--- config.mk ---
export PLATFORM = sky130hd
export DESIGN_NAME = dlpid_calc
export DESIGN_NICKNAME = d
export VERILOG_FILES = /design/src/hdl/dlpid_pkg.sv /design/src/hdl/dlpid_calc.sv
export SDC_FILE = /design/constraint.sdc
export NUM_CORES = 2
export LEC_CHECK = 0
export BUFFER_PORTS_ARGS = -buffer_cell sky130_fd_sc_hd__buf_2
export CORE_MARGIN = 5
export CORE_UTILIZATION = 60
export DETAILED_ROUTE_END_ITERATION = 16
export PLACE_DENSITY_LB_ADDON = 0.15
export REMOVE_ABC_BUFFERS = 1
export SLEW_MARGIN = 20
export SYNTH_ARGS = -nofsm -noshare
export SYNTH_HDL_FRONTEND = slang
export SYNTH_SLANG_ARGS = --single-unit
export TNS_END_PERCENT = 10
--- constraint.sdc ---
create_clock -name vclk -period 39.8
set_input_delay 7.96 -clock vclk [all_inputs]
set_output_delay 7.96 -clock vclk [all_outputs]
set_load 0.01 [all_outputs]
--- src/hdl/dlpid_pkg.sv ---
package dlpid_pkg;

  // Field widths
  localparam int REQ_W   = 2;
  localparam int DATA_W  = 16;
  localparam int DRIVE_W = 16;
  localparam int CFG_W   = 48;
  localparam int CIDX_W  = 2;
  localparam int GAIN_W  = 16;

  // Loop structure
  localparam int NUM_LOOPS = 2;
  localparam int LOOP_W    = 1;
  localparam int FRAC_BITS = 8;

  // Internal arithmetic widths
  localparam int ERR_W   = DATA_W + 1;
  localparam int INTEG_W = 32;

  // Error magnitude above which the integral stops accumulating
  localparam int SEP_LIMIT = 1000;

  // Request codes
  localparam logic [REQ_W-1:0] REQ_ANGLE = 2'd0;
  localparam logic [REQ_W-1:0] REQ_SPEED = 2'd1;
  localparam logic [REQ_W-1:0] REQ_CLEAR = 2'd2;

  // Configuration register indexes
  localparam logic [CIDX_W-1:0] CFG_GAINS_ANGLE  = 2'd0;
  localparam logic [CIDX_W-1:0] CFG_GAINS_SPEED  = 2'd1;
  localparam logic [CIDX_W-1:0] CFG_LIMITS_ANGLE = 2'd2;
  localparam logic [CIDX_W-1:0] CFG_LIMITS_SPEED = 2'd3;

  // Result of one regulation step
  typedef struct packed {
    logic signed [DRIVE_W-1:0] drive;
    logic                      dead;
    logic signed [INTEG_W-1:0] integ;
  } calc_res_t;

endpackage

--- src/hdl/dlpid_calc.sv ---
// One PID step for a single loop: P, separated and clamped I, D, output clamp.
module dlpid_calc (
  input  logic [dlpid_pkg::CFG_W-1:0]           gains,
  input  logic [dlpid_pkg::CFG_W-1:0]           limits,
  input  logic signed [dlpid_pkg::ERR_W-1:0]    err,
  input  logic signed [dlpid_pkg::ERR_W-1:0]    prev_err,
  input  logic signed [dlpid_pkg::INTEG_W-1:0]  integ,
  output dlpid_pkg::calc_res_t                  res
);
  import dlpid_pkg::*;

  localparam int PROD_W = ERR_W + GAIN_W + 1;
  localparam int DIFF_W = ERR_W + 1;
  localparam int DPROD_W = DIFF_W + GAIN_W + 1;
  localparam int IACC_W = PROD_W + 1;
  localparam int SUM_W = DPROD_W + 3;
  localparam int SH_W = SUM_W - FRAC_BITS;
  localparam logic signed [SH_W-1:0] DRV_MAX = SH_W'(2 ** (DRIVE_W - 1) - 1);
  localparam logic signed [SH_W-1:0] DRV_MIN = SH_W'(-(2 ** (DRIVE_W - 1)));

  logic [GAIN_W-1:0] kp, ki, kd;
  logic [GAIN_W-1:0] ilim_f, olim, band;
  logic [ERR_W-1:0] mag;
  logic sep;
  logic signed [PROD_W-1:0] p_term, i_term;
  logic signed [DIFF_W-1:0] diff;
  logic signed [DPROD_W-1:0] d_term;
  logic signed [IACC_W-1:0] iacc, ilim, iclamp;
  logic signed [SUM_W-1:0] sum;
  logic signed [SH_W-1:0] sh, olim_s, oclamp, dclamp;

  // Register fields
  assign kp     = gains[GAIN_W-1:0];
  assign ki     = gains[2*GAIN_W-1:GAIN_W];
  assign kd     = gains[3*GAIN_W-1:2*GAIN_W];
  assign ilim_f = limits[GAIN_W-1:0];
  assign olim   = limits[2*GAIN_W-1:GAIN_W];
  assign band   = limits[3*GAIN_W-1:2*GAIN_W];

  // Error magnitude and separation tests
  assign mag = err[ERR_W-1] ? ERR_W'(-err) : ERR_W'(err);
  assign sep = mag <= ERR_W'(SEP_LIMIT);

  // Products
  assign p_term = $signed({1'b0, kp}) * err;
  assign i_term = $signed({1'b0, ki}) * err;
  assign diff   = DIFF_W'(err) - DIFF_W'(prev_err);
  assign d_term = $signed({1'b0, kd}) * diff;

  // Integral update and symmetric clamp
  assign iacc = IACC_W'(integ) + (sep ? IACC_W'(i_term) : '0);
  assign ilim = $signed(IACC_W'({ilim_f, FRAC_BITS'(0)}));

  always_comb begin
    if (iacc > ilim) begin
      iclamp = ilim;
    end else if (iacc < -ilim) begin
      iclamp = -ilim;
    end else begin
      iclamp = iacc;
    end
  end

  // Sum, scale back to integer units, output clamps
  assign sum    = SUM_W'(p_term) + SUM_W'(iclamp) + SUM_W'(d_term);
  assign sh     = SH_W'(sum >>> FRAC_BITS);
  assign olim_s = $signed(SH_W'(olim));

  always_comb begin
    if (sh > olim_s) begin
      oclamp = olim_s;
    end else if (sh < -olim_s) begin
      oclamp = -olim_s;
    end else begin
      oclamp = sh;
    end
    if (oclamp > DRV_MAX) begin
      dclamp = DRV_MAX;
    end else if (oclamp < DRV_MIN) begin
      dclamp = DRV_MIN;
    end else begin
      dclamp = oclamp;
    end
  end

  assign res.dead  = mag < ERR_W'(band);
  assign res.drive = res.dead ? '0 : DRIVE_W'(dclamp);
  assign res.integ = INTEG_W'(iclamp);

endmodule

Word-level counts from Yosys, hierarchy flattened --
Cells that the tools add are included.
Word-level totals: flip-flop bits (word level) 0, latch bits 0, memory bits (writable) 0, bits in read-only memories 0, bits of input ports 162, output and inout port bits 49, word-level logic and storage cells 27, memories kept 0
Operators by class: add/subtract/negate cells 7, multiply operators 3, div/mod/pow operators 0, $lt $le $gt $ge 8, eq/ne operators 0, shifts and indexed selects 0, muxes and demuxes 9, bitwise gates (word level) 0, reduce and logical (&&, ||, !) cells 0
Operator list (count):
- 35-bit 2-to-1 mux | 3
- 17-bit by 17-bit multiplier with 34-bit output | 2
- 30-bit 2-to-1 mux | 2
- 16-bit 2-to-1 mux | 3
- 36-bit by 35-bit adder with 37-bit output | 1
- 34-bit by 35-bit adder with 36-bit output | 1
- 35-bit adder | 1
- 35-bit by 25-bit > comparator with 1-bit output | 1
- 35-bit less-than comparator | 1
- 17-bit by 18-bit multiplier with 35-bit output | 1
- 24-bit negation with 35-bit output | 1
- 30-bit by 16-bit > comparator with 1-bit output (second input constant) | 1
- 29-bit by 30-bit less-than comparator with 1-bit output | 1
- 30-bit by 16-bit less-than comparator with 1-bit output (second input constant) | 1
- 16-bit negation with 30-bit output | 1
- 29-bit by 17-bit > comparator with 1-bit output | 1
- 17-bit by 17-bit subtractor with 18-bit output | 1
- 17-bit by 10-bit less-or-equal comparator with 1-bit output (second input constant) | 1
- 17-bit by 16-bit less-than comparator with 1-bit output | 1
- 17-bit 2-to-1 mux | 1
- 17-bit negation | 1

Depth between registers and ports, before layout --
depth in word-level cells 17, mapped depth 87, mapped depth without buffers 81

Worst setup path after synthesis --
OpenSTA, ideal clock, no wires.
path kind input port to output port, start point input port err[2] (netlist name), end point output port res[42] (netlist name), arrival time 26.745 ns, required time 31.840 ns, setup slack 5.095 ns, stages 73, path buffers 5, cells stage by stage clkbuf_1 > clkbuf_1 > and2_1 > fa_1 > inv_1 > fa_1 > fa_1 > fa_1 > inv_1 > fa_1 > inv_1 > fa_1 > inv_1 > ha_1 > nand2_1 > o31a_1 > a211oi_1 > nor2_1 > [37 not listed] > and4_1 > nor2b_1 > nor4_1 > a21oi_1 > or3_1 > o31ai_1 > o211ai_1 > xor2_1 > or3_4 > nand2_1 > ha_1 > nand2_1 > o21bai_1 > or4_1 > a21oi_1 > mux2_2 > a22oi_1 > o21ai_2
RTL lines:
- start: declaration | line dlpid_calc.sv:5 | input logic signed [dlpid_pkg::ERR_W-1:0] err,
- end: declaration | line dlpid_calc.sv:8 | output dlpid_pkg::calc_res_t res

==> flow_summary.ini <==
[status]
outcome = finished, final reports clean

[detailed_routing]
ant_nets = 0
drtPass1Iterations = 5
vias_per_cell = 5.70
drc_errors = 0
totalWireLength_um = 111000
via_count = 31700
drt_first_iter_violations = 2363
wl_per_cell_um = 19.9

[placement]
post_dp_cell_area_um2 = 41100
dpl.hpwl_um = 92900
dp_cells = 5566
place.gp.congestion = 0.987
portBuffers = 211

[cells_and_area]
fin_cells = 5570
area_growth_pct = 4.14
nFillCells = 5801
nets = 6173
finalInstanceArea_um2 = 41100
n_sequential_cell = 0
regArea_um2 = 0
n_clock_buffer = 0
drive_above_1_share_pct = 6.19

[yosys]
synth_warnings = 0
synthCells = 4664
syn_avg_cell_area_um2 = 8.46
ys_top_cells_by_area = fa_1 42%, ha_1 15%, inv_1 9.7%, and2_1 6.5%, nand2_1 5.1%
synth_top_area_share_pct = 42.1
synth_largest_area_cell = fa_1
ys_types = 82
synthTopCellsByCount = 1024 x inv_1, 829 x fa_1, 536 x nand2_1
ys_seq_area_share_pct = 0
synthMostInstantiatedCell = inv_1
syn_area_um2 = 39400

[grt]
grt_overflow = 0
antenna_found_initial = 8
grt.total_usage_pct = 31.9
grt_pass1_wl_um = 180000
grt_max_degree = 39
first_global_vias = 32700

[floorplan]
die_area_um2 = 71000
rows = 94
pin_count = 211
coreArea_um2 = 65500
die_w_um = 266
die_h_um = 266
start_util_pct = 60.2

[worst_setup_path]
path_max_fanout = 37
end_kind = primary output
worstPathArrival_ps = 30050
cpMostUsedCell = fa_1
crit_type = input pin to primary output
cp.required_ps = 31840
slowest_stage = a2111oi_1
start_kind = input pin
max_stage_delay_ps = 930

[timing]
tightest_slew_ps = 1150
rsz0062_at_grt = false
maxSlewViolCount = 0
fmax_mhz = 26.3
slew_headroom_pct = 22.9
final-hold-violation-count = 0
min_period_ps = 38010
finalSetupTns_ps = 0
setup_viol = 0
period_share_pct = 95.5

[cts]
cts-resized-gates = 0
ctsHoldBuffers = 0
cts_setup_buffers = 0

[job]
max_cap_viol_count = 0

[min_path]
hp-class = input pin to primary output
area by class of cell:
type	instances	area [um^2]	area share, %
multi-input combinational	3437	34900	84.9
inverter	1024	3840	9.36
timing repair buffer	241	1280	3.12
tap	864	1080	2.63
antenna	4	10.0	0.0244
cells by family (layout without fill, tap and decap cells):
kind of cell    Yosys count  count (layout)  share of synthesized area (%)
mux                      12              12                          0.327
buf+inv                1227            1265                           11.7
fa+ha+maj              1308            1308                           57.3
other cells               0               4                              0
compound gates          534             534                           9.26
simple gates           1457            1457                           18.6
xor+xnor                126             126                           2.80
worst max-delay path, delay by kind of cell:
kind / cells / cell delay, ps
compound gates: 26 / 7640
simple gates: 15 / 2870
xor+xnor: 4 / 1030
buf+inv: 12 / 1760
fa+ha+maj: 19 / 8510
mux: 1 / 220
worst paths after layout:
kind      end  cells after the start       start
min   res[39]                      4  limits[22]
max   res[39]                     77      err[5]
through the flow:
stage                     hold WS [ps]  setup WS [ps]  utilization (%)
after global placement           16360           2050             62.7
after global routing             16370            458             62.7
after CTS                        16360           2080             62.7
final                            16370           1790             62.7
after detailed placement         16360           2150             62.7
after floorplan                  16070           4790                -
metal layers:
layer  track usage (%)  share of wire, %  up-vias  wire length (um)
li1                  -                 -    14500                 -
met1              46.6                43    15700             47400
met2              47.0                42     1377             46800
met3              9.95                12      158             13400
met4              7.58               3.1        4              3440
met5             0.473             0.050        -                55
layout by cell type (no fill, tap or decap), drive strengths merged, types with 46 or more instances in the layout:
| master | n |
|---|---|
| nor2b | 62 |
| inv | 1024 |
| nor3 | 46 |
| ha | 478 |
| nand3 | 52 |
| buf | 241 |
| a21oi | 127 |
| nand2 | 536 |
| fa | 829 |
| and2 | 407 |
| nor2 | 172 |
| xnor2 | 82 |
| o21ai | 104 |
| a21o | 64 |
Power is left out: the tool's default activity adds up to more than one toggle a clock period on the data nets, which glitch-free logic cannot reach.
